<file path="config.mk">
export PLATFORM = sky130hd
export DESIGN_NAME = rce_fifo
export DESIGN_NICKNAME = d
export VERILOG_FILES = /design/src/hw/rtl/rce_pkg.sv /design/src/hw/rtl/rce_fifo.sv
export SDC_FILE = /design/constraint.sdc
export NUM_CORES = 1
export LEC_CHECK = 0
export BUFFER_PORTS_ARGS = -buffer_cell sky130_fd_sc_hd__buf_2
export CORE_MARGIN = 2
export CORE_UTILIZATION = 44
export DETAILED_ROUTE_END_ITERATION = 8
export GPL_ROUTABILITY_DRIVEN = 0
export HOLD_SLACK_MARGIN = 0.05
export PLACE_DENSITY = 0.76
export REMOVE_ABC_BUFFERS = 1
export SLEW_MARGIN = 5
export SYNTH_ARGS = -nofsm -noshare
export SYNTH_HDL_FRONTEND = slang
export SYNTH_SLANG_ARGS = --single-unit
</file>
<file path="constraint.sdc">
create_clock -name i_clk -period 4.8 [get_ports i_clk]
set_input_delay 1.2 -clock i_clk [delete_from_list [all_inputs] [get_ports i_clk]]
set_output_delay 1.2 -clock i_clk [all_outputs]
set_load 0.01 [all_outputs]
</file>
<file path="src/hw/rtl/rce_pkg.sv">
// Shared types and constants for the rotation compare engine.
package rce_pkg;

    localparam int POS_W      = 20;
    localparam int LEN_W      = 21;
    localparam int BYTE_W     = 8;
    localparam int QUAD_W     = 16;
    localparam int WORD_W     = BYTE_W + QUAD_W;
    localparam int BUD_W      = 32;
    localparam int HEAD_BYTES = 12;
    localparam int GROUP_SIZE = 8;
    localparam int GRP_W      = 18;
    localparam int FIFO_DEPTH = 4;

    localparam int S_TDATA_W  = 120;
    localparam int M_TDATA_W  = 40;

    // input tdata field offsets
    localparam int LD_IDX_LSB  = 0;
    localparam int LD_BYTE_LSB = 20;
    localparam int LD_QUAD_LSB = 28;
    localparam int POS_A_LSB   = 44;
    localparam int POS_B_LSB   = 64;
    localparam int BUD_LSB     = 84;

    localparam logic OP_LOAD    = 1'b0;
    localparam logic OP_COMPARE = 1'b1;

    typedef enum logic {
        K_LOAD,
        K_COMPARE
    } t_kind;

    typedef struct packed {
        t_kind              kind;
        logic [POS_W-1:0]   addr;
        logic [WORD_W-1:0]  word;   // {quadrant, byte}
        logic [POS_W-1:0]   pos_a;
        logic [POS_W-1:0]   pos_b;
        logic [BUD_W-1:0]   budget;
    } t_cmd;

    typedef struct packed {
        logic               done;
        logic [POS_W-1:0]   pos_a;
        logic [POS_W-1:0]   pos_b;
    } t_mod_res;

endpackage

</file>
<file path="src/hw/rtl/rce_fifo.sv">
// Short command queue between the input stage and the compare engine.
module rce_fifo
    import rce_pkg::*;
(
    input  logic i_clk,
    input  logic i_rst_n,
    input  logic i_push,
    input  t_cmd i_data,
    output logic o_full,
    input  logic i_pop,
    output t_cmd o_head,
    output logic o_empty
);

    localparam int PtrW = $clog2(FIFO_DEPTH);
    localparam int CntW = $clog2(FIFO_DEPTH + 1);

    t_cmd            r_buf [FIFO_DEPTH];
    logic [PtrW-1:0] r_wr;
    logic [PtrW-1:0] r_rd;
    logic [CntW-1:0] r_count;

    assign o_full  = (r_count == CntW'(FIFO_DEPTH));
    assign o_empty = (r_count == '0);
    assign o_head  = r_buf[r_rd];

    always_ff @(posedge i_clk) begin
        if (!i_rst_n) begin
            r_wr    <= '0;
            r_rd    <= '0;
            r_count <= '0;
        end else begin
            if (i_push) begin
                r_wr <= (r_wr == PtrW'(FIFO_DEPTH - 1)) ? '0 : r_wr + 1'b1;
            end
            if (i_pop) begin
                r_rd <= (r_rd == PtrW'(FIFO_DEPTH - 1)) ? '0 : r_rd + 1'b1;
            end
            if (i_push && !i_pop) begin
                r_count <= r_count + 1'b1;
            end else if (!i_push && i_pop) begin
                r_count <= r_count - 1'b1;
            end
        end
    end

    always_ff @(posedge i_clk) begin
        if (i_push) begin
            r_buf[r_wr] <= i_data;
        end
    end

`ifndef SYNTHESIS
    a_count_bound: assert property (@(posedge i_clk) disable iff (!i_rst_n)
        r_count <= CntW'(FIFO_DEPTH))
        else $error("queue fill count beyond depth");
`endif

endmodule

</file>
* Yosys cells after proc, flatten, opt, wreduce, memory -nomap -nowiden
Memory sizes are Yosys's and may differ from the RTL's. A register that Yosys moved wholly into a read port is not among the register bits.
Cells that the tools add are included.
** Cells by class
- Add/sub/neg operators :: 4
- Equality and inequality tests :: 3
- Muxes and demuxes :: 8
- Reductions and logical operators :: 6
** Operator list (number)
- $mux W2 :: 4
- $mux W3 :: 2
- $add A2 B1 Y2 const B :: 2
- $eq A2 B2 Y1 const B :: 2
- $add A3 B1 Y3 const B :: 1
- $eq A3 B3 Y1 const B :: 1
- $logic_not A3 Y1 :: 1
- $sub A3 B1 Y3 const B :: 1
- $logic_and A1 B1 Y1 :: 2
- $logic_not A1 Y1 :: 2
- $mux W1 :: 2
- $reduce_bool A2 Y1 :: 1
** Word-level totals
- Bits in registers :: 7
- Memory bits (writable) :: 468
- Input bits :: 121
- Output and inout bits :: 119
- Logic and storage cells :: 25
- Memories kept :: 1
** Memories
- r_buf :: depth 4, width 117, read ports 1, clocked after Yosys merged registers in 1, write ports 1, RTL line rce_fifo.sv:18 : t_cmd r_buf [FIFO_DEPTH];

* Depth between registers and ports, before layout
Gate-level depths: netlist of the first run.
- Word-level depth :: 4
- Mapped depth :: 7
- Gate-level depth less buffers :: 7

* Worst setup path after synthesis of the first run
OpenSTA, ideal clock, no wires.
- Kind :: input to register
- Start point :: in i_push
- End point :: mem r_buf[0][0] (netlist name) (enable)
- Setup time :: 0.489 ns
- Arrival :: 3.888 ns
- Data required time :: 4.311 ns
- Path slack :: 0.423 ns
- Stages :: 1
- Path buffers :: 0
- Cells stage by stage :: and2_1
** Between the ends
- Word-level cells in the longest chain between the ends :: 2
** RTL lines
- start, declared :: RTL line rce_fifo.sv:7 : input logic i_push,
- $mux W1 :: RTL line rce_fifo.sv:48 : if (i_push) begin
- $mux W1 (implied by the code) :: RTL line rce_fifo.sv:49 : r_buf[r_wr] <= i_data;
- end, declared :: RTL line rce_fifo.sv:18
Every way passes these cells.

==> reports/metrics.csv, run 1 <==
metric,value,unit
period_needed,3.68,ns
relSlewSlack,0.372,
hold_path_class,flop to flop,
rsz0062_at_grt,false,
num_rows,72,
ff2ff_setup_slack,2.57,ns
ff2ff_path_depth,4,
yosys_warnings,0,
post_cts_buffers,0,
drc,0,
cp.required,3.60,ns
hold_end,r_count[2],
ant_nets,0,
wirelength,33100,µm
synth_area,17300,µm²
grt-ovfl-total,0,
nNetsFinal,1063,
finalSetupViolCount,0,
yosys-top-cells-count,"468 x edfxtp_1, 117 x mux4_2, 13 x buf_2, 9 x dfxtp_1, 7 x clkbuf_1",
async_flop_share,0,
hold_slack,0.525,ns
htreeDepth,2,
hold_buffers,0,
p_per_area,439,nW/µm²
root_buffer,clkbuf_16,
path_clk_slew,0.06,ns
post-route-period-util,0.767,
yosysTopAreaCellShare,0.812,
worstPathArrival,2.48,ns
nFillCells,2970,
hold-path-cell-count,2,
outcome,completed,
grt_max_degree,69,
drv.max_cap_violation_count,0,
regToRegStartpoint,r_wr[0],
finalPower,9.10,mW
dieHeight,202,µm
grt_pass1_vias,8451,
drt_iter0_markers,480,
viasPerCell,5.21,
syn_to_final_growth,19.8,%
cts_tree,built,
path_max_fanout,46,
synth_top_area_cell,edfxtp_1,
syn_inst,655,
synthTopCellsByArea,"edfxtp_1 81%, mux4_2 15%, dfxtp_1 1.0%",
post_drt_wl_per_cell,22.1,µm
worstHoldStart,r_count[2],
initial_core_util,0.447,
postCtsResizedCells,0,
timing_worst_setup_path_type,flop to output port,
clock_skew,0.00828,ns
setup.worst_path.start_class,flop,
dp_slack,1.66,ns
ys_seq_area_frac,0.823,
power.leakage,6.93,nW
synth_enable_flop_cells,468,
fmax,0.272,GHz
grt_util_all_layers,0.164,
r2r-end,r_buf[0][31],
yosysMostFrequentCell,edfxtp_1,
antenna_found_initial,5,
grt_pass1_wl,50100,µm
ir_drop,0.279,mV
tightest_slew,0.942,ns
syn_avg_cell_area,26.4,µm²
worst_slack,1.12,ns
io_buffers,239,
clock-sinks,477,
synth_flop_cell,edfxtp_1,
worstSetupEndpointType,output port,
place_hpwl,20000,µm
drive_above_1_share,0.456,
coreArea,38700,µm²
cts_inserted_buffers,49,
clk_path_buf_depth,3,
io_pins,240,
die_area,40900,µm²
fin_util,0.535,
hold_violations,0,
insertion_delay,0.57,ns
maxSlewViolCount,0,
die_w,202,µm
setup_tns,0,ns
synth_cell_types,22,
vias,7793,
dr.pass1.iters,4,
synth_seq_cells,477,
[stage by stage]
step,area [µm²],instances
after floorplan,17100,629
after global placement,19200,1402
after detailed placement,19200,1402
after CTS,20700,1492
after global routing,20700,1492
final,20700,1495
[placed cells by master (no fill, tap or decap), drive strengths merged]
| master | count |
|---|---|
| edfxtp | 468 |
| bufinv | 2 |
| a21boi | 1 |
| buf | 255 |
| clkinvlp | 1 |
| diode | 3 |
| o21a | 1 |
| mux2i | 4 |
| inv | 7 |
| dfxtp | 9 |
| fa | 1 |
| ha | 6 |
| nor3b | 1 |
| nor2b | 5 |
| nor3 | 2 |
| mux4 | 117 |
| xnor2 | 1 |
| o21ai | 1 |
| or3 | 1 |
| clkbuf | 66 |
| clkinv | 18 |
| nor2 | 1 |
| and2 | 5 |
| xor2 | 1 |
[state kept, by name (all words and copies together) (netlist names), named ones only]
| signal | count |
|---|---|
| r_buf | 468 |
| r_count | 3 |
| r_rd | 2 |
| r_wr | 2 |
[where the power goes]
| group | total [mW] | internal, mW | switching, mW |
|---|---|---|---|
| logic | 0.753 | 0.349 | 0.404 |
| clock network | 3.50 | 2.02 | 1.48 |
| registers | 4.84 | 4.77 | 0.0696 |
| total | 9.10 | 7.15 | 1.95 |
[worst max-delay path, stage by stage, from the launching register on]
cell,delay (ns)
dfxtp_4,0.85
buf_4,0.47
mux4_2,0.40
buf_2,0.16
[routing by layer]
metal / part of all wire / global-route usage / up-vias
li1: - / - / 3408
met1: 0.41 / 0.216 / 4075
met2: 0.50 / 0.267 / 261
met3: 0.077 / 0.0526 / 43
met4: 0.017 / 0.0425 / 6
met5: 0.0012 / 0 / -
[layout make-up]
type,count,area (µm²),area share
repair buffers,255,1420,0.0683
well taps,518,648,0.0313
flip-flops and latches,477,14200,0.687
diodes,3,7.51,0.000362
multi-input cells,148,2910,0.140
clock inverters,24,179,0.00863
clock buffers,66,1310,0.0632
inverters,4,15.0,0.000724
[cells by family (layout without fill, tap and decap cells)]
group	count (synthesis)	count (layout)	share of synthesized area
XOR/XNOR	2	2	0.00101
multiplexers	121	121	0.155
adder cells (fa/ha/maj)	7	7	0.00550
flip-flops	477	477	0.823
AO/OA/AOI/OAI	3	3	0.00116
other	0	3	0
AND/OR/NAND/NOR	15	15	0.00521
buffers and inverters	30	349	0.00983
[how the worst max path moves through the flow]
stage,to,slack (ns),depth (start not counted)
after floorplan,o_head[0],-1.94,1
after global placement,o_head[110],1.65,3
after detailed placement,o_head[110],1.66,3
after CTS,o_head[110],1.03,3
after global routing,o_head[56],0.96,3
final,o_head[110],1.12,3
Note: power is estimated with default switching activity, not from simulation.
==> inputs of run 2 (changes only) <==
- clock period: 4.8 -> 3.7 ns (I/O delays scaled with it)
==> run 2 against run 1 <==
Compared with the run above:
- register-to-register slack worse by 0.84 ns
- hold slack better by 0.0016 ns
- critical path type unchanged
- worst setup slack worse by 0.58 ns
- total power up 34%
- via count down 0.40%
- highest routed layer unchanged
==> reports/metrics.csv, run 2 (synthesized netlist as in run 1, its figures left out) <==
metric,value,unit
relSlewSlack,0.509,
p_per_area,580,nW/µm²
die_area,40900,µm²
syn_to_final_growth,21.2,%
dp_slack,1.06,ns
grt_pass1_vias,8369,
insertion_delay,0.57,ns
finalSetupViolCount,0,
critPathMaxStageDelay,0.59,ns
cts_tree,built,
htreeDepth,2,
clk_path_buf_depth,3,
wirelength,32100,µm
maxSlewViolCount,0,
io_pins,240,
outcome,completed,
layout_common_cells,"468 x edfxtp_1, 239 x buf_2, 117 x mux4_2, 49 x clkbuf_16, 13 x buf_12",
tightest_slew,0.736,ns
die_w,202,µm
setup.worst_path.start_class,flop,
post-route-period-util,0.854,
crit_chain,buf_4 > mux4_2 > buf_2,
postCtsResizedCells,0,
path_max_fanout,25,
ir_drop,0.456,mV
fmax,0.316,GHz
drc,0,
viasPerCell,5.18,
hold_violations,0,
worst_slack,0.540,ns
period_needed,3.16,ns
path_clk_slew,0.06,ns
num_rows,72,
io_buffers,239,
worstSetupEndpointType,output port,
final_common_cell,edfxtp_1,
coreArea,38700,µm²
hold_buffers,0,
ff2ff_path_depth,4,
grt-ovfl-total,0,
ant_nets,0,
clock_skew,0.0172,ns
rsz0062_at_grt,false,
worstPathArrival,2.23,ns
drv.max_cap_violation_count,0,
post_cts_buffers,0,
vias,7762,
top_register,r_buf,
drive_above_1_share,0.471,
top_regs,"r_buf (468), r_count (3)",
grt_pass1_wl,48700,µm
cts_inserted_buffers,48,
power.leakage,7.05,nW
nNetsFinal,1067,
hold_slack,0.527,ns
initial_core_util,0.447,
critPathSlowestCell,mux4_2,
largest_reg_flops,468,
grt_util_all_layers,0.159,
post_drt_wl_per_cell,21.4,µm
grt_max_degree,42,
nFillCells,2934,
cp.required,2.77,ns
antenna_found_initial,3,
regArea,14200,µm²
hold_path_class,flop to flop,
multi_input_area,2910,µm²
drt_iter0_markers,442,
clock-sinks,477,
dr.pass1.iters,5,
dieHeight,202,µm
place_hpwl,19300,µm
timing_worst_setup_path_type,flop to output port,
fin_util,0.541,
root_buffer,clkbuf_16,
hold-path-cell-count,2,
[run 2: changes by cell type in the layout (fill, tap and decap cells not counted), sizes merged]
cell	before	now
inv	7	8
buf	255	260
clkbuf	66	60
bufinv	2	6
clkinv	18	19
diode	3	2
[run 2: routing by layer]
metal | part of all wire | vias up | global-route usage
met2 | 0.49 | 242 | 0.253
met5 | 0.00050 | - | 0
met4 | 0.014 | 2 | 0.0409
met1 | 0.42 | 4065 | 0.213
li1 | - | 3415 | -
met3 | 0.077 | 38 | 0.0513
[run 2: final timing paths]
check / slack, ns / startpoint / endpoint
worst min register to register: 0.53 / r_count[2] / r_count[2]
worst max-delay path: 0.54 / flop / o_head[83]
worst max register to register: 1.73 / r_wr[0] / r_buf[2][95]
worst min-delay path: 0.53 / r_count[2] / r_count[2]
[run 2: area by class of cell]
cell class | instances | area share
multi-input combinational | 148 | 0.139
clock inverter | 30 | 0.0152
inverter | 4 | 0.000716
tap | 518 | 0.0309
antenna | 2 | 0.000239
sequential | 477 | 0.679
clock buffer | 60 | 0.0628
timing repair buffer | 260 | 0.0723
[run 2: per-stage QoR]
step	total power, mW	instance area, µm²	TNS (ns)	instances
3_3_place_gp	7.36	19300	0	1407
5_1_grt	12.6	21000	0	1498
6_report	12.2	21000	0	1499
2_1_floorplan	6.97	17100	-511.10	629
4_1_cts	12.3	21000	0	1497
3_5_place_dp	7.39	19300	0	1407
[run 2: worst max-delay path: cells and delay by family (launching register included)]
| kind | cells | cell delay [ns] |
|---|---|---|
| flops | 1 | 0.44 |
| buf+inv | 2 | 0.62 |
| mux | 1 | 0.59 |
[run 2: power breakdown]
group          internal (mW)  switching (mW)  leakage [nW]
combinational          0.462           0.535          1.87
sequential              6.19          0.0693          4.37
clock                   2.96            1.96         0.811
==> inputs of run 3 (changes only) <==
- BUFFER_PORTS_ARGS: -buffer_cell sky130_fd_sc_hd__buf_2 -> not set
- DONT_BUFFER_PORTS: not set -> 1
- PLACE_DENSITY: 0.76 -> not set
==> run 3 against run 2 <==
Compared with the run above:
- clock power fell by 6.7%
- critical endpoint is now o_head[87]
- first-iteration DRC count fell by 29%
- total power is 4.9% lower
- highest routed layer is now met4
- final area fell by 7.0%
- die area stayed put
- largest cell class unchanged
- clock-buffer cell count is 2 lower
- via count down 12%
- largest power group unchanged
- flip-flop and latch count is the same
- non-clock buffer count shrank 246
==> reports/metrics.csv, run 3 (synthesized netlist as in run 1, its figures left out) <==
metric,value,unit
outcome,completed,
clock_skew,0.0102,ns
path_max_fanout,20,
nFillCells,3017,
coreArea,38700,µm²
post-route-period-util,0.855,
grt_pass1_vias,7441,
drv.max_cap_violation_count,0,
vias,6813,
worstPathArrival,2.24,ns
p_per_area,593,nW/µm²
grt_pass1_wl,46500,µm
dr.pass1.iters,4,
insertion_delay,0.56,ns
clock-sinks,477,
fin_area,19500,µm²
grt_max_degree,70,
relSlewSlack,0.581,
crit_family,flip-flops,
post_cts_buffers,0,
hold_path_class,primary input to flop,
critPathMaxStageDelay,0.63,ns
power.leakage,5.97,nW
drc,0,
postCtsResizedCells,0,
wirelength,31100,µm
antenna_found_initial,0,
ff2ff_setup_slack,1.70,ns
finalSetupViolCount,0,
timing_worst_setup_path_type,flop to output port,
crit_chain,buf_4 > mux4_2,
hold_buffers,0,
place_hpwl,19000,µm
setup.worst_path.start_class,flop,
io_buffers,0,
num_rows,72,
fmax,0.316,GHz
die_w,202,µm
finalPower,11.6,mW
htreeDepth,2,
ir_drop,0.376,mV
tightest_slew,0.628,ns
cts_tree,built,
drt_iter0_markers,316,
largest_reg_flops,468,
post_dp_cell_area,18000,µm²
drive_above_1_share,0.277,
viasPerCell,5.47,
die_area,40900,µm²
cts_inserted_buffers,47,
final_common_cell,edfxtp_1,
top_regs,"r_buf (468), r_count (3)",
initial_core_util,0.447,
post_drt_wl_per_cell,24.9,µm
dieHeight,202,µm
grt-ovfl-total,0,
io_pins,240,
grt_util_all_layers,0.154,
rsz0062_at_grt,false,
diodes,0,
ant_nets,0,
critPathBufInv,1,
syn_to_final_growth,12.7,%
layout_common_cells,"468 x edfxtp_1, 117 x mux4_2, 49 x clkbuf_16, 11 x clkinv_1, 9 x clkbuf_1",
top_register,r_buf,
maxSlewViolCount,0,
path_clk_slew,0.06,ns
nNetsFinal,820,
period_needed,3.16,ns
cp.required,2.77,ns
critPathSlowestCell,dfxtp_4,
hold_violations,0,
clk_path_buf_depth,3,
root_buffer,clkbuf_16,
worstSetupEndpointType,output port,
[run 3: changes by cell type in the layout (fill, tap and decap cells not counted), sizes merged]
cell / before / now
diode: 2 / 0
clkbuf: 60 / 58
inv: 8 / 6
clkinv: 19 / 18
bufinv: 6 / 4
buf: 260 / 14
clkinvlp: 1 / 3
[run 3: area by class of cell]
| cell class | count | area [µm²] | area share |
|---|---|---|---|
| flip-flops and latches | 477 | 14200 | 0.730 |
| multi-input cells | 148 | 2910 | 0.149 |
| clock buffers | 58 | 1260 | 0.0646 |
| well taps | 518 | 648 | 0.0332 |
| clock inverters | 27 | 240 | 0.0123 |
| repair buffers | 14 | 193 | 0.00988 |
| inverters | 4 | 15.0 | 0.000770 |
[run 3: metal layers]
| layer | track usage | wire [µm] |
|---|---|---|
| met2 | 0.242 | 15100 |
| met4 | 0.0511 | 767 |
| met5 | 0 | 0 |
| met3 | 0.0793 | 3530 |
| met1 | 0.183 | 11700 |
[run 3: through the flow]
stage | setup TNS, ns | setup slack [ns] | hold slack, ns | utilization | instances
6_report | 0 | 0.538 | 0.454 | 0.504 | 1246
5_1_grt | 0 | 0.359 | 0.411 | 0.504 | 1246
4_1_cts | 0 | 0.417 | 0.403 | 0.504 | 1246
3_5_place_dp | 0 | 1.05 | 0.540 | 0.465 | 1161
3_3_place_gp | 0 | 1.05 | 0.484 | 0.465 | 1161
2_1_floorplan | -511.10 | -2.76 | 0.472 | - | 629
[run 3: worst register-to-register path: cells and delay by family, from the launching register on]
family	cells	cell delay [ns]
flops	1	0.34
buf+inv	2	0.59
simple gates	1	0.52
fa+ha+maj	1	0.15
[run 3: worst paths after layout]
check,depth (start not counted),from,end
worst max-delay path,2,flop,o_head[87]
worst min-delay path,0,i_data[33],r_buf[3][33]
worst max register to register,4,r_wr[0],r_buf[0][107]
worst min register to register,2,r_rd[1],flop
[run 3: power breakdown]
part | leakage [nW] | total, mW | internal (mW) | switching, mW
Combinational | 0.873 | 0.727 | 0.295 | 0.431
Sequential | 4.37 | 6.27 | 6.20 | 0.0706
Clock | 0.725 | 4.58 | 2.70 | 1.88
