<file path="src/hw/rtl/rce_pkg.sv">
// Shared types and constants for the rotation compare engine.
package rce_pkg;

    localparam int POS_W      = 20;
    localparam int LEN_W      = 21;
    localparam int BYTE_W     = 8;
    localparam int QUAD_W     = 16;
    localparam int WORD_W     = BYTE_W + QUAD_W;
    localparam int BUD_W      = 32;
    localparam int HEAD_BYTES = 12;
    localparam int GROUP_SIZE = 8;
    localparam int GRP_W      = 18;
    localparam int FIFO_DEPTH = 4;

    localparam int S_TDATA_W  = 120;
    localparam int M_TDATA_W  = 40;

    // input tdata field offsets
    localparam int LD_IDX_LSB  = 0;
    localparam int LD_BYTE_LSB = 20;
    localparam int LD_QUAD_LSB = 28;
    localparam int POS_A_LSB   = 44;
    localparam int POS_B_LSB   = 64;
    localparam int BUD_LSB     = 84;

    localparam logic OP_LOAD    = 1'b0;
    localparam logic OP_COMPARE = 1'b1;

    typedef enum logic {
        K_LOAD,
        K_COMPARE
    } t_kind;

    typedef struct packed {
        t_kind              kind;
        logic [POS_W-1:0]   addr;
        logic [WORD_W-1:0]  word;   // {quadrant, byte}
        logic [POS_W-1:0]   pos_a;
        logic [POS_W-1:0]   pos_b;
        logic [BUD_W-1:0]   budget;
    } t_cmd;

    typedef struct packed {
        logic               done;
        logic [POS_W-1:0]   pos_a;
        logic [POS_W-1:0]   pos_b;
    } t_mod_res;

endpackage

</file>
<file path="src/hw/rtl/rce_front.sv">
// Input stage: takes stream transfers, decodes them into commands, drops bad loads.
module rce_front
    import rce_pkg::*;
#(
    parameter int MAX_BLOCK = 1048576
) (
    input  logic                 i_clk,
    input  logic                 i_rst_n,
    input  logic                 i_s_tvalid,
    output logic                 o_s_tready,
    input  logic [S_TDATA_W-1:0] i_s_tdata,
    input  logic                 i_s_tuser,
    output logic                 o_cmd_vld,
    output t_cmd                 o_cmd,
    input  logic                 i_cmd_rdy
);

    localparam logic [LEN_W-1:0] MaxBlk = LEN_W'(MAX_BLOCK);

    logic r_vld;
    t_cmd r_cmd;
    t_cmd n_cmd;
    logic w_take;
    logic w_keep;

    assign o_s_tready = !r_vld || i_cmd_rdy;
    assign w_take     = i_s_tvalid && o_s_tready;
    assign o_cmd_vld  = r_vld;
    assign o_cmd      = r_cmd;

    always_comb begin
        n_cmd.kind   = (i_s_tuser == OP_COMPARE) ? K_COMPARE : K_LOAD;
        n_cmd.addr   = i_s_tdata[LD_IDX_LSB +: POS_W];
        n_cmd.word   = {i_s_tdata[LD_QUAD_LSB +: QUAD_W], i_s_tdata[LD_BYTE_LSB +: BYTE_W]};
        n_cmd.pos_a  = i_s_tdata[POS_A_LSB +: POS_W];
        n_cmd.pos_b  = i_s_tdata[POS_B_LSB +: POS_W];
        n_cmd.budget = i_s_tdata[BUD_LSB +: BUD_W];
        // drop loads that fall outside the store
        w_keep = (n_cmd.kind == K_COMPARE) || ({1'b0, n_cmd.addr} < MaxBlk);
    end

    always_ff @(posedge i_clk) begin
        if (!i_rst_n) begin
            r_vld <= 1'b0;
        end else if (w_take) begin
            r_vld <= w_keep;
        end else if (i_cmd_rdy) begin
            r_vld <= 1'b0;
        end
    end

    always_ff @(posedge i_clk) begin
        if (w_take) begin
            r_cmd <= n_cmd;
        end
    end

endmodule

</file>
<file path="config.mk">
export PLATFORM = sky130hd
export DESIGN_NAME = rce_front
export DESIGN_NICKNAME = d
export VERILOG_FILES = /design/src/hw/rtl/rce_pkg.sv /design/src/hw/rtl/rce_front.sv
export SDC_FILE = /design/constraint.sdc
export NUM_CORES = 1
export LEC_CHECK = 0
export ABC_AREA = 1
export BUFFER_PORTS_ARGS = -buffer_cell sky130_fd_sc_hd__clkbuf_2
export CAP_MARGIN = 20
export CORE_ASPECT_RATIO = 0.7
export CORE_MARGIN = 2
export CORE_UTILIZATION = 25
export DETAILED_ROUTE_END_ITERATION = 10
export GPL_TIMING_DRIVEN = 0
export PLACE_DENSITY = 0.55
export SLEW_MARGIN = 0
export SYNTH_ARGS = -nofsm -noshare
export SYNTH_HDL_FRONTEND = slang
export SYNTH_SLANG_ARGS = --single-unit
</file>
<file path="constraint.sdc">
create_clock -name i_clk -period 8.4 [get_ports i_clk]
set_clock_uncertainty 0.15 [all_clocks]
set_input_delay 0.42 -clock i_clk [delete_from_list [all_inputs] [get_ports i_clk]]
set_output_delay 0.42 -clock i_clk [all_outputs]
set_load 0.005 [all_outputs]
</file>
After elaboration in Yosys (flattened, before gate mapping)
Index checks and enable logic that the tools add are counted.
- output and inout bits: 119
- logic and storage cells: 14
- flip-flop bits (word level): 118
- reductions and logical operators: 4
- mux-type cells: 3
- operators with widths (kind ; number):
    two-way mux 1 bit ; 3
    nonzero test 2 bit ; 1
    logical AND 1 bit ; 1
    logical NOT 1 bit ; 1
    logical OR 1 bit ; 1

Logic depth before layout (Yosys ltp)
Gate-level depths: netlist (run 1).
- word-level depth: 4
- mapped depth: 3
- mapped depth without buffers: 3

Worst setup path after synthesis (run 1)
No wires, ideal clock.
- path type: in2reg
- start: input i_s_tvalid
- end: register r_cmd, in the netlist o_cmd[0], enable pin
- data arrival time: 6118 ps
- slack: 1501 ps
- required time: 7619 ps
- stages: 2
- cells stage by stage: inv_1 > a21oi_1
- longest elaborated chain between the ends: 1
- RTL lines (item ; line ; text):
    from (decl) ; rce_front.sv:9 ; input logic i_s_tvalid,
    logical AND 1 bit ; rce_front.sv:27 ; assign w_take = i_s_tvalid && o_s_tready;
    named net w_take ; rce_front.sv:23 ; logic w_take;
    to (signal assigned) ; rce_front.sv:54 ; r_cmd <= n_cmd;
    to (decl) ; rce_front.sv:21 ; t_cmd r_cmd;
The timed path passes the listed nets, and every way through them passes these cells.
A chain may end at the register's enable or synchronous reset.

Worst setup path in the final report (run 1)
- start: register r_vld (netlist: o_cmd_vld)
- end: register r_cmd, in the netlist o_cmd[28], enable pin
- longest elaborated chain between the ends: 3
- RTL lines (item ; line ; text):
    from (decl) ; rce_front.sv:20 ; logic r_vld;
    from (signal assigned) ; rce_front.sv:46 ; r_vld <= w_keep;
    logical NOT 1 bit ; rce_front.sv:26 ; assign o_s_tready = !r_vld || i_cmd_rdy;
    logical OR 1 bit ; rce_front.sv:26 ;
    logical AND 1 bit ; rce_front.sv:27 ;
    named net w_take ; rce_front.sv:23 ;
The timed path passes the listed nets, and every way through them passes these cells.

==> results of run 1 <==
## report_power, final
part / internal, uW / leakage [uW] / switching, uW
sequential: 690 / 0.00114 / 9.37
clock: 457 / 0.000278 / 236
combinational: 45.6 / 0.00105 / 41.0
total: 1190 / 0.00247 / 287
## path summary, 6_finish.rpt
| kind | startpoint | end | slack, ns | cells past startpoint |
|---|---|---|---|---|
| hold reg to reg | o_cmd_vld | o_cmd_vld | 0.38 | 2 |
| setup / recovery | o_cmd_vld | o_cmd[28] | 6.74 | 3 |
| hold / removal | i_s_tdata[52] | o_cmd[60] | 0.04 | 1 |
| setup reg to reg | o_cmd_vld | o_cmd[28] | 6.74 | 3 |
## cells in the mapped netlist
| cell type | instances | area, um^2 |
|---|---|---|
| sky130_fd_sc_hd__a21oi_2 | 1 | 8.76 |
| sky130_fd_sc_hd__edfxtp_1 | 117 | 3510 |
| sky130_fd_sc_hd__dfxtp_1 | 1 | 20.0 |
| sky130_fd_sc_hd__inv_2 | 1 | 3.75 |
| sky130_fd_sc_hd__nand2_2 | 1 | 6.26 |
| sky130_fd_sc_hd__a21oi_1 | 1 | 5.00 |
| sky130_fd_sc_hd__inv_1 | 2 | 7.51 |
## cells in the final DEF, fill, tap and decap left out, drive strengths merged
cell type,instances
a21oi,2
bufinv,3
nand2,1
edfxtp,117
clkbuf,257
clkinvlp,1
inv,3
dfxtp,1
buf,4
clkinv,8
## layout make-up
class                      count  area share (%)
clock buffer                  18            7.58
multi-input combinational      3           0.552
sequential                   118            62.4
tap                          190            4.20
inverter                       3           0.199
timing repair buffer         243            22.7
clock inverter                12            2.43
## metrics by stage
stage               hold WS, ns  TNS, ns  total power, uW  std cells  cell area, um^2
detailed placement        0.374        0              800        557             5100
CTS                      0.0159        0             1500        587             5660
global placement          0.331  -100.56              801        553             5000
finish                   0.0421        0             1480        587             5660
floorplan                 0.345        0              733        124             3560
global route            0.00796        0             1540        587             5660
## per-layer routing
metal	share of wire (%)	GRT usage, %	vias to the layer above	wire length, um
met4	1.4	6.03	0	116
met3	14	7.59	9	1190
met1	38	12.2	1047	3230
li1	-	-	1026	-
met5	0	0	-	0
met2	47	17.4	153	3960
## cells by family (layout without fill, tap and decap cells)
logic type / after synthesis / count (layout) / share of synthesized area (%)
AO/OA/AOI/OAI: 2 / 2 / 0.386
AND/OR/NAND/NOR: 1 / 1 / 0.176
flip-flops: 118 / 118 / 99.1
buffers and inverters: 3 / 276 / 0.316
## critical path: cells and delay by family, from the launching register on
| kind | cells | cell delay (ns) |
|---|---|---|
| flops | 1 | 0.35 |
| buf+inv | 2 | 0.47 |
| compound gates | 1 | 0.36 |
## registers in the layout (all words and copies together) (netlist names)
signal	count
o_cmd	117
o_cmd_vld	1
==> summary.txt, run 1 <==
=====================================================================================
Leakage power                                                              0.00247 uW
Library cell appearing most often on the critical path                   sky130_fd_sc_hd__buf_12
Startpoint class of the critical path                                       flip-flop
RD Place Congestion                                                             0.703
Antenna-violating nets left                                                         0
Final critical path time including I/O delays and setup                       1.66 ns
Clock-pin slew of the registers on the worst-case setup and hold paths        0.05 ns
Critical path type                                                       flip-flop to flip-flop
Die span in x                                                                  147 um
Count of boundary I/O pins                                                        244
Pwr dens                                                                  261 nW/um^2
Final-layout fill cell count                                                     1311
Syn_area_per_cell                                                           28.7 um^2
WL final                                                                      8.49 mm
Share of final-layout standard cells stronger than drive strength 1             68.8%
Post-detailed-route via-to-cell ratio                                            3.81
Setup repair after global routing missed its margin                                no
Netlist cell types                                                                  7
Yosys reg bits                                                                    118
Number of global-route vias before repair                                        2339
Number of clock buffers inserted by TritonCTS                                      17
Root Driver                                                              sky130_fd_sc_hd__clkbuf_16
Number of DRC violations after detailed routing                                     0
Number of DRC violations after detailed-routing iteration 0                        94
# port buffers                                                                    239
Maximum number of pins on one net before global-route repair                       33
Number of maximum-capacitance violations                                            0
Status                                                                      completed
Cell Chain, Critical Path                                                a21oi_4 -> buf_12 -> buf_12
Total congestion overflow                                                           0
Maximum level of the CTS H-tree                                                     4
Cell area after technology mapping                                          3560 um^2
Multi-input gate area in the final layout                                   31.3 um^2
Slew headroom                                                                   75.4%
Number of placement rows                                                           36
Layout overhead on the synthesized area                                         58.9%
Later-pin clock latency in the skew report                                    0.40 ns
Number of sinks handled by clock tree synthesis                                   118
Die Area                                                                   15200 um^2
Min-delay worst type                                                     input pin to flip-flop
Total iterations of the first detailed-routing run                                  4
Synthesis warning total                                                             0
Final Max Tran Viols                                                                0
Number of hold violations in the final report                                       0
Register area                                                               3530 um^2
First-pass GRT wire length                                                    12.7 mm
Slowest CP cell                                                          sky130_fd_sc_hd__a21oi_4
Biggest fanout along the worst timing path                                         32
Setup slack at placement                                                      6.53 ns
Sequential-to-total area share from yosys stat                                  99.1%
Via total after detailed routing                                                 2235
Gr usage total                                                                  11.5%
Core region area                                                           13900 um^2
Maximum clock frequency                                                       604 MHz
Initial antenna violation count                                                     0
Maximum clock path buffer count                                                     2
Average detailed-routed wire length per instance                              14.5 um
Clock tree from TritonCTS                                                       built
Period utilisation layout                                                       19.7%
Slew at the pin closest to its max-slew limit                                0.368 ns
Endpoint arrival time on the critical path                                    1.60 ns
Number of hold buffers added after CTS                                              0
Largest stage delay, worst path                                               0.36 ns
Endpoints failing setup                                                             0
Critical path capture point type                                            flip-flop
Post-synthesis cell count                                                         124
Final design utilization                                                        40.7%
Number of gates given a new drive strength after cts                                0
Worst Path Required                                                           8.35 ns
Chip height                                                                    104 um
Diodes inserted                                                                     0
Setup bufs post-CTS                                                                 0
Number of nets in the layout                                                      511
Synth Net Count                                                                   249
Worst path setup slack after routing                                          6.74 ns
Initial Utilization                                                             25.6%
Worst vdd rail ir drop                                                       0.174 mV
=====================================================================================
Power figures use the tool's default switching activity.
==> run 2: changes to the inputs <==
==> constraint.sdc (replaced) <==
create_clock -name i_clk -period 1.65 [get_ports i_clk]
set_clock_uncertainty 0.15 [all_clocks]
set_input_delay 0.0825 -clock i_clk [delete_from_list [all_inputs] [get_ports i_clk]]
set_output_delay 0.0825 -clock i_clk [all_outputs]
set_load 0.005 [all_outputs]
==> summary.txt, run 2 <==
===========================================================================
Post-synth ARST share                                                    0%
Post-synthesis cell count                                               124
Status                                                         aborted with a tool error
Count of boundary I/O pins                                              244
Most frequently used cell type in the post-synthesis netlist   sky130_fd_sc_hd__edfxtp_1
Stage where the flow stopped                                   clock tree synthesis (4_1_cts)
Maximum clock path buffer count                                           2
Syn_area_per_cell                                                 28.7 um^2
Dominant cell type by area after synthesis                     sky130_fd_sc_hd__edfxtp_1
Number of clock buffers inserted by TritonCTS                            17
Maximum level of the CTS H-tree                                           4
Error message                                                  [ERROR RSZ-0060] Max buffer count reached.
Number of gates given a new drive strength after cts                      0
Largest cells by area after synthesis                          sky130_fd_sc_hd__edfxtp_1 (99%), sky130_fd_sc_hd__dfxtp_1 (0.56%), sky130_fd_sc_hd__a21oi_2 (0.25%), sky130_fd_sc_hd__inv_1 (0.21%), sky130_fd_sc_hd__nand2_2 (0.18%)
Initial Utilization                                                   25.6%
Number of placement rows                                                 36
Netlist cell types                                                        7
Count of flip-flops with a built-in enable after synthesis              117
Setup bufs post-CTS                                                       2
Chip height                                                          104 um
Synth Net Count                                                         249
Top flip-flop cell by instance count after synthesis           sky130_fd_sc_hd__edfxtp_1
Synthesis warning total                                                   0
Die span in x                                                        147 um
RD Place Congestion                                                   0.751
Most common library cells after synthesis                      sky130_fd_sc_hd__edfxtp_1 (117), sky130_fd_sc_hd__inv_1 (2)
Detailed placement HPWL                                             6.26 mm
Synth top area share                                                  98.6%
Yosys reg bits                                                          118
Root Driver                                                    sky130_fd_sc_hd__clkbuf_16
Number of hold buffers added after CTS                                  119
Number of sinks handled by clock tree synthesis                         118
Cell area after technology mapping                                3560 um^2
# port buffers                                                          239
Sequential-to-total area share from yosys stat                        99.1%
===========================================================================
==> run 2: cell counts after synthesis <==
No cell type changed its count.
==> run 2: cells by family after synthesis <==
family	count (synthesis)	synth area share, %
compound gates	2	0.386
buf+inv	3	0.316
flops	118	99.1
simple gates	1	0.176
==> run 2: metrics by stage <==
stage,instance area [um^2],hold WS [ns],std cells,TNS [ns],setup WS (ns)
floorplan,3580,0.0314,124,-141.35,-1.21
global placement,5010,0.109,553,-222.68,-1.91
detailed placement,5100,0.111,557,-0.178,-0.00862
==> run 3: changes to the inputs <==
--- a/config.mk
+++ b/config.mk
@@ -8,12 +8,11 @@
 export ABC_AREA = 1
 export BUFFER_PORTS_ARGS = -buffer_cell sky130_fd_sc_hd__clkbuf_2
 export CAP_MARGIN = 20
-export CORE_ASPECT_RATIO = 0.7
 export CORE_MARGIN = 2
-export CORE_UTILIZATION = 25
+export CORE_UTILIZATION = 20
 export DETAILED_ROUTE_END_ITERATION = 10
 export GPL_TIMING_DRIVEN = 0
-export PLACE_DENSITY = 0.55
+export PLACE_DENSITY_LB_ADDON = 0.15
 export SLEW_MARGIN = 0
 export SYNTH_ARGS = -nofsm -noshare
 export SYNTH_HDL_FRONTEND = slang
==> summary.txt, run 3 (synthesis gave the netlist of run 1 again) <==
=====================================================================================
Core region area                                                           17400 um^2
Clock tree from TritonCTS                                                       built
Number of DRC violations after detailed-routing iteration 0                        75
Worst Path Required                                                           1.60 ns
Final-layout fill cell count                                                     1624
Maximum number of pins on one net before global-route repair                       30
Detailed placement HPWL                                                       7.05 mm
Critical path capture point type                                            flip-flop
Maximum clock frequency                                                       652 MHz
Power share of the sequential group                                             45.6%
Later-pin clock latency in the skew report                                    0.40 ns
Critical path buffer and inverter count                                             2
Number of clock buffers inserted by TritonCTS                                      17
Final Max Tran Viols                                                                0
Share of final-layout standard cells stronger than drive strength 1             53.5%
Switching fraction of total power                                               20.3%
Logic depth of the worst path, buffers included                                     3
Average detailed-routed wire length per instance                              13.8 um
Commonest non-fill, non-tap cell in the layout                           sky130_fd_sc_hd__clkbuf_2
Number of maximum-capacitance violations                                            0
Gr usage total                                                                  11.1%
Maximum clock path buffer count                                                     2
Delay-heaviest family, CP                                                buffers and inverters
Number of hold violations in the final report                                       0
Commonest cells after routing, fill and taps aside                       sky130_fd_sc_hd__clkbuf_2 (239), sky130_fd_sc_hd__dlygate4sd3_1 (119), sky130_fd_sc_hd__edfxtp_1 (117)
Status                                                                      completed
Layout overhead on the synthesized area                                         94.6%
Pwr dens                                                                 1130 nW/um^2
Portion of total power attributed to the clock network                          45.6%
# port buffers                                                                    239
Startpoint class of the critical path                                       flip-flop
Clock-pin slew of the registers on the worst-case setup and hold paths        0.06 ns
Diodes inserted                                                                     0
Overall Power                                                                 7810 uW
Total iterations of the first detailed-routing run                                  4
Slew at the pin closest to its max-slew limit                                0.691 ns
Setup repair after global routing missed its margin                                no
Number of DRC violations after detailed routing                                     0
Period utilisation layout                                                       93.0%
Endpoint arrival time on the critical path                                    1.48 ns
Worst vdd rail ir drop                                                       0.642 mV
Initial antenna violation count                                                     0
Multi-input gate area in the final layout                                   40.0 um^2
Hold Path Cell Cnt                                                                  3
Chip height                                                                    138 um
Via total after detailed routing                                                 2686
Register area                                                               3530 um^2
Post-detailed-route via-to-cell ratio                                            3.61
Number of nets in the layout                                                      632
Endpoints failing setup                                                             0
Number of gates given a new drive strength after cts                                0
First-pass GRT wire length                                                    15.1 mm
Largest stage delay, worst path                                               0.35 ns
Min-delay worst type                                                     input pin to flip-flop
Antenna-violating nets left                                                         0
Critical path type                                                       flip-flop to flip-flop
WL final                                                                      10.3 mm
Root Driver                                                              sky130_fd_sc_hd__clkbuf_16
Slew headroom                                                                   53.9%
Die Area                                                                   18900 um^2
Cell Chain, Critical Path                                                a21oi_4 -> buf_16 -> buf_12
Max FFs per register                                                              117
Sw Pwr                                                                        1580 uW
Design internal power                                                         6220 uW
Leakage power                                                              0.00298 uW
Number of cells after detailed placement                                          592
Number of global-route vias before repair                                        2975
Power share of the combinational group                                           8.9%
R2r worst-path depth                                                                3
Non-Filler Instances                                                              745
Maximum level of the CTS H-tree                                                     4
Number of sinks handled by clock tree synthesis                                   118
Initial Utilization                                                             20.5%
Number of placement rows                                                           48
Slowest CP cell                                                          sky130_fd_sc_hd__dfxtp_2
Total congestion overflow                                                           0
Biggest fanout along the worst timing path                                         29
Final critical path time including I/O delays and setup                       1.53 ns
Count of boundary I/O pins                                                        244
Die span in x                                                                  138 um
RD Place Congestion                                                             0.692
=====================================================================================
[run 3: tightest hold or removal path: cells and delay by family]
| kind | cells | cell delay [ns] |
|---|---|---|
| buf+inv | 2 | 0.23 |
| compound gates | 1 | 0.16 |
[run 3: through the flow]
step                      hold WS [ns]  setup slack (ns)  util (%)  setup TNS [ns]  area [um^2]
after floorplan                 0.0314             -1.21         -         -141.35         3580
final                            0.117             0.116      40.0               0         6940
after detailed placement         0.111            -0.355      29.7          -22.72         5160
after CTS                        0.112             0.113      40.0               0         6940
after global routing             0.130            0.0724      40.0               0         6940
after global placement           0.109             -2.03      29.1         -236.67         5050
[run 3: worst paths after layout]
path	endpoint	from	slack, ns
worst max-delay path	o_cmd[74]	o_cmd_vld	0.12
worst max register to register	o_cmd[74]	o_cmd_vld	0.12
worst min-delay path	o_cmd[76]	i_s_tvalid	0.12
worst min register to register	o_cmd[76]	o_cmd_vld	0.63
[run 3: power groups by stage]
stage	Combinational, uW	Clock [uW]	Sequential, uW
2_1_floorplan	59.0	0	3650
3_3_place_gp	427	0	3630
3_5_place_dp	468	0	3620
4_1_cts	701	3670	3560
5_1_grt	757	3760	3570
6_report	693	3560	3560
[run 3: metal layers]
| metal | vias up | GRT usage, % | part of all wire (%) |
|---|---|---|---|
| li1 | 1272 | - | - |
| met5 | - | 0 | 0 |
| met2 | 151 | 18.4 | 52 |
| met1 | 1249 | 10.5 | 34 |
| met3 | 14 | 6.88 | 12 |
| met4 | 0 | 6.24 | 2.0 |
[run 3: area by class of cell]
cell class	instances	area share [%]
inverter	3	0.162
timing repair buffer	363	36.0
sequential	118	51.0
clock buffer	23	6.75
multi-input combinational	4	0.577
tap	225	4.06
clock inverter	9	1.50
[run 3: what timing repair did]
action / 4_1_cts / 5_1_grt
hold endpoints to repair: 118 / 0
setup buffers: 1 / 0
hold buffers: 119 / 0
setup endpoints to repair: 96 / 0
==> run 4: changes to the inputs <==
--- a/config.mk
+++ b/config.mk
@@ -8,11 +8,15 @@
 export ABC_AREA = 1
 export BUFFER_PORTS_ARGS = -buffer_cell sky130_fd_sc_hd__clkbuf_2
 export CAP_MARGIN = 20
+export CELL_PAD_IN_SITES_DETAIL_PLACEMENT = 1
+export CELL_PAD_IN_SITES_GLOBAL_PLACEMENT = 2
+export CORE_ASPECT_RATIO = 1.25
 export CORE_MARGIN = 2
 export CORE_UTILIZATION = 20
 export DETAILED_ROUTE_END_ITERATION = 10
 export GPL_TIMING_DRIVEN = 0
 export PLACE_DENSITY_LB_ADDON = 0.15
+export SETUP_SLACK_MARGIN = 0.2
 export SLEW_MARGIN = 0
 export SYNTH_ARGS = -nofsm -noshare
 export SYNTH_HDL_FRONTEND = slang
==> summary.txt, run 4 (synthesis gave the netlist of run 1 again) <==
=====================================================================================
Leakage power                                                              0.00305 uW
Later-pin clock latency in the skew report                                    0.41 ns
Final hold slack                                                            0.0855 ns
Met3 layer usage reported by global route                                       4.44%
Core region area                                                           17400 um^2
Clock tree from TritonCTS                                                       built
Maximum clock frequency                                                       693 MHz
Final critical path time including I/O delays and setup                       1.44 ns
Biggest fanout along the worst timing path                                         22
Critical path capture point type                                            flip-flop
Layout overhead on the synthesized area                                         99.0%
Slew at the pin closest to its max-slew limit                                0.389 ns
WL final                                                                      12.0 mm
Number of sinks handled by clock tree synthesis                                   118
Min-delay worst type                                                     input pin to flip-flop
Post-detailed-route via-to-cell ratio                                            3.69
Commonest non-fill, non-tap cell in the layout                           sky130_fd_sc_hd__clkbuf_2
Chip height                                                                    153 um
# port buffers                                                                    239
Number of nets in the layout                                                      637
R2r worst-path depth                                                                3
Max FFs per register                                                              117
Non-Filler Instances                                                              750
Number of global-route vias before repair                                        3092
Worst vdd rail ir drop                                                       0.550 mV
Destination of the critical timing path                                     o_cmd[90]
Number of clock buffers inserted by TritonCTS                                      17
Final-layout fill cell count                                                     1846
Pwr dens                                                                 1170 nW/um^2
Die span in x                                                                  123 um
Total congestion overflow                                                           0
Met1 track utilization from global routing                                      12.4%
Gr usage total                                                                  12.9%
Commonest cells after routing, fill and taps aside                       sky130_fd_sc_hd__clkbuf_2 (239), sky130_fd_sc_hd__dlygate4sd3_1 (119), sky130_fd_sc_hd__edfxtp_1 (117)
Share of final-layout standard cells stronger than drive strength 1             53.9%
Endpoint of the most critical register-to-register path                     o_cmd[90]
Reg-to-reg critical path startpoint                                         o_cmd_vld
Clock-pin slew of the registers on the worst-case setup and hold paths        0.05 ns
Launch point of the critical path                                           o_cmd_vld
Total iterations of the first detailed-routing run                                  4
Number of maximum-capacitance violations                                            0
Setup repair after global routing missed its margin                               yes
Busiest metal layer after global routing                                         met2
Average detailed-routed wire length per instance                              16.0 um
Root Driver                                                              sky130_fd_sc_hd__clkbuf_16
Die Area                                                                   18900 um^2
Number of hold violations in the final report                                       0
Critical path type                                                       flip-flop to flip-flop
Antenna-violating nets left                                                         0
Final design utilization                                                        40.7%
Endpoint arrival time on the critical path                                    1.41 ns
Number of cells after detailed placement                                          591
Initial Utilization                                                             20.4%
Maximum number of pins on one net before global-route repair                       28
Startpoint class of the critical path                                       flip-flop
Initial antenna violation count                                                     1
First-pass GRT wire length                                                    17.4 mm
Maximum level of the CTS H-tree                                                     4
Status                                                                      completed
RD Place Congestion                                                             0.692
Period utilisation layout                                                       87.5%
Number of DRC violations after detailed-routing iteration 0                       120
Met2 track demand over resource in global routing                               23.5%
Worst-case register-to-register setup slack                                   0.21 ns
Overall Power                                                                 8270 uW
Final Max Tran Viols                                                                0
Slew headroom                                                                   74.0%
Worst Path Required                                                           1.61 ns
Count of boundary I/O pins                                                        244
Maximum clock path buffer count                                                     2
Number of placement rows                                                           54
Via total after detailed routing                                                 2770
Number of DRC violations after detailed routing                                     0
Endpoints failing setup                                                             0
=====================================================================================
run 4: cell types whose count changed in the layout (fill, tap and decap cells not counted):
cell and delta:
sky130_fd_sc_hd__bufinv_16 +3, sky130_fd_sc_hd__clkbuf_1 -3, sky130_fd_sc_hd__clkbuf_16 +3, sky130_fd_sc_hd__clkinv_1 +3, sky130_fd_sc_hd__clkinv_2 -3, sky130_fd_sc_hd__buf_4 +2
sky130_fd_sc_hd__clkbuf_8 -2, sky130_fd_sc_hd__clkinv_4 +2, sky130_fd_sc_hd__a21oi_2 -1, sky130_fd_sc_hd__a21oi_4 +1, sky130_fd_sc_hd__buf_12 +1, sky130_fd_sc_hd__buf_16 -1
sky130_fd_sc_hd__diode_2 +1
run 4: per-stage QoR:
stage          setup slack [ns]  setup TNS (ns)  instance area (um^2)
2_1_floorplan             -1.21         -141.35                  3580
3_3_place_gp              -2.12         -247.25                  5050
3_5_place_dp             -0.381          -20.79                  5140
4_1_cts                   0.191               0                  7000
5_1_grt                   0.159               0                  7090
6_report                  0.207               0                  7090
run 4: per-layer routing:
| layer | wire length (um) | part of all wire, % |
|---|---|---|
| met1 | 3990 | 33 |
| met2 | 6850 | 57 |
| met3 | 725 | 6.1 |
| met4 | 408 | 3.4 |
| met5 | 0 | 0 |
run 4: critical path, cell delays in order, from the launching register on:
cell                      delay [ns]
sky130_fd_sc_hd__dfxtp_2        0.38
sky130_fd_sc_hd__a21oi_4        0.22
sky130_fd_sc_hd__buf_4          0.21
sky130_fd_sc_hd__buf_16         0.18
run 4: where the power goes:
group / switching (uW) / internal (uW)
Clock: 1310 / 2660
Combinational: 289 / 446
Sequential: 49.1 / 3510
Total: 1650 / 6620
run 4: how the worst min path moves through the flow:
stage	startpoint	to	slack, ns	cells past startpoint
6_report	i_cmd_rdy	o_cmd[105]	0.09	3
3_5_place_dp	i_s_tdata[35]	o_cmd[87]	0.11	1
5_1_grt	i_cmd_rdy	o_cmd[28]	0.1	3
2_1_floorplan	i_s_tdata[84]	o_cmd[0]	0.03	0
3_3_place_gp	i_s_tdata[70]	o_cmd[38]	0.11	1
4_1_cts	i_cmd_rdy	o_cmd[105]	0.08	3
run 4: final cells by class:
class	instances	area (um^2)	share of cell area, %
multi-input cells	4	47.5	0.670
flip-flops and latches	118	3530	49.8
diodes	1	2.50	0.0353
well taps	224	280	3.95
inverters	3	11.3	0.159
clock buffers	18	429	6.05
repair buffers	368	2580	36.4
clock inverters	14	208	2.93
run 4: what timing repair did:
| item | in CTS | in global routing |
|---|---|---|
| hold buffers | 119 | 0 |
| pin swaps | 1 | 1 |
| cloned | 1 | 3 |
| buffers inserted | 2 | 1 |
| setup endpoints to repair | 117 | 27 |
| resized for setup | 1 | 1 |
| hold endpoints to repair | 118 | 0 |
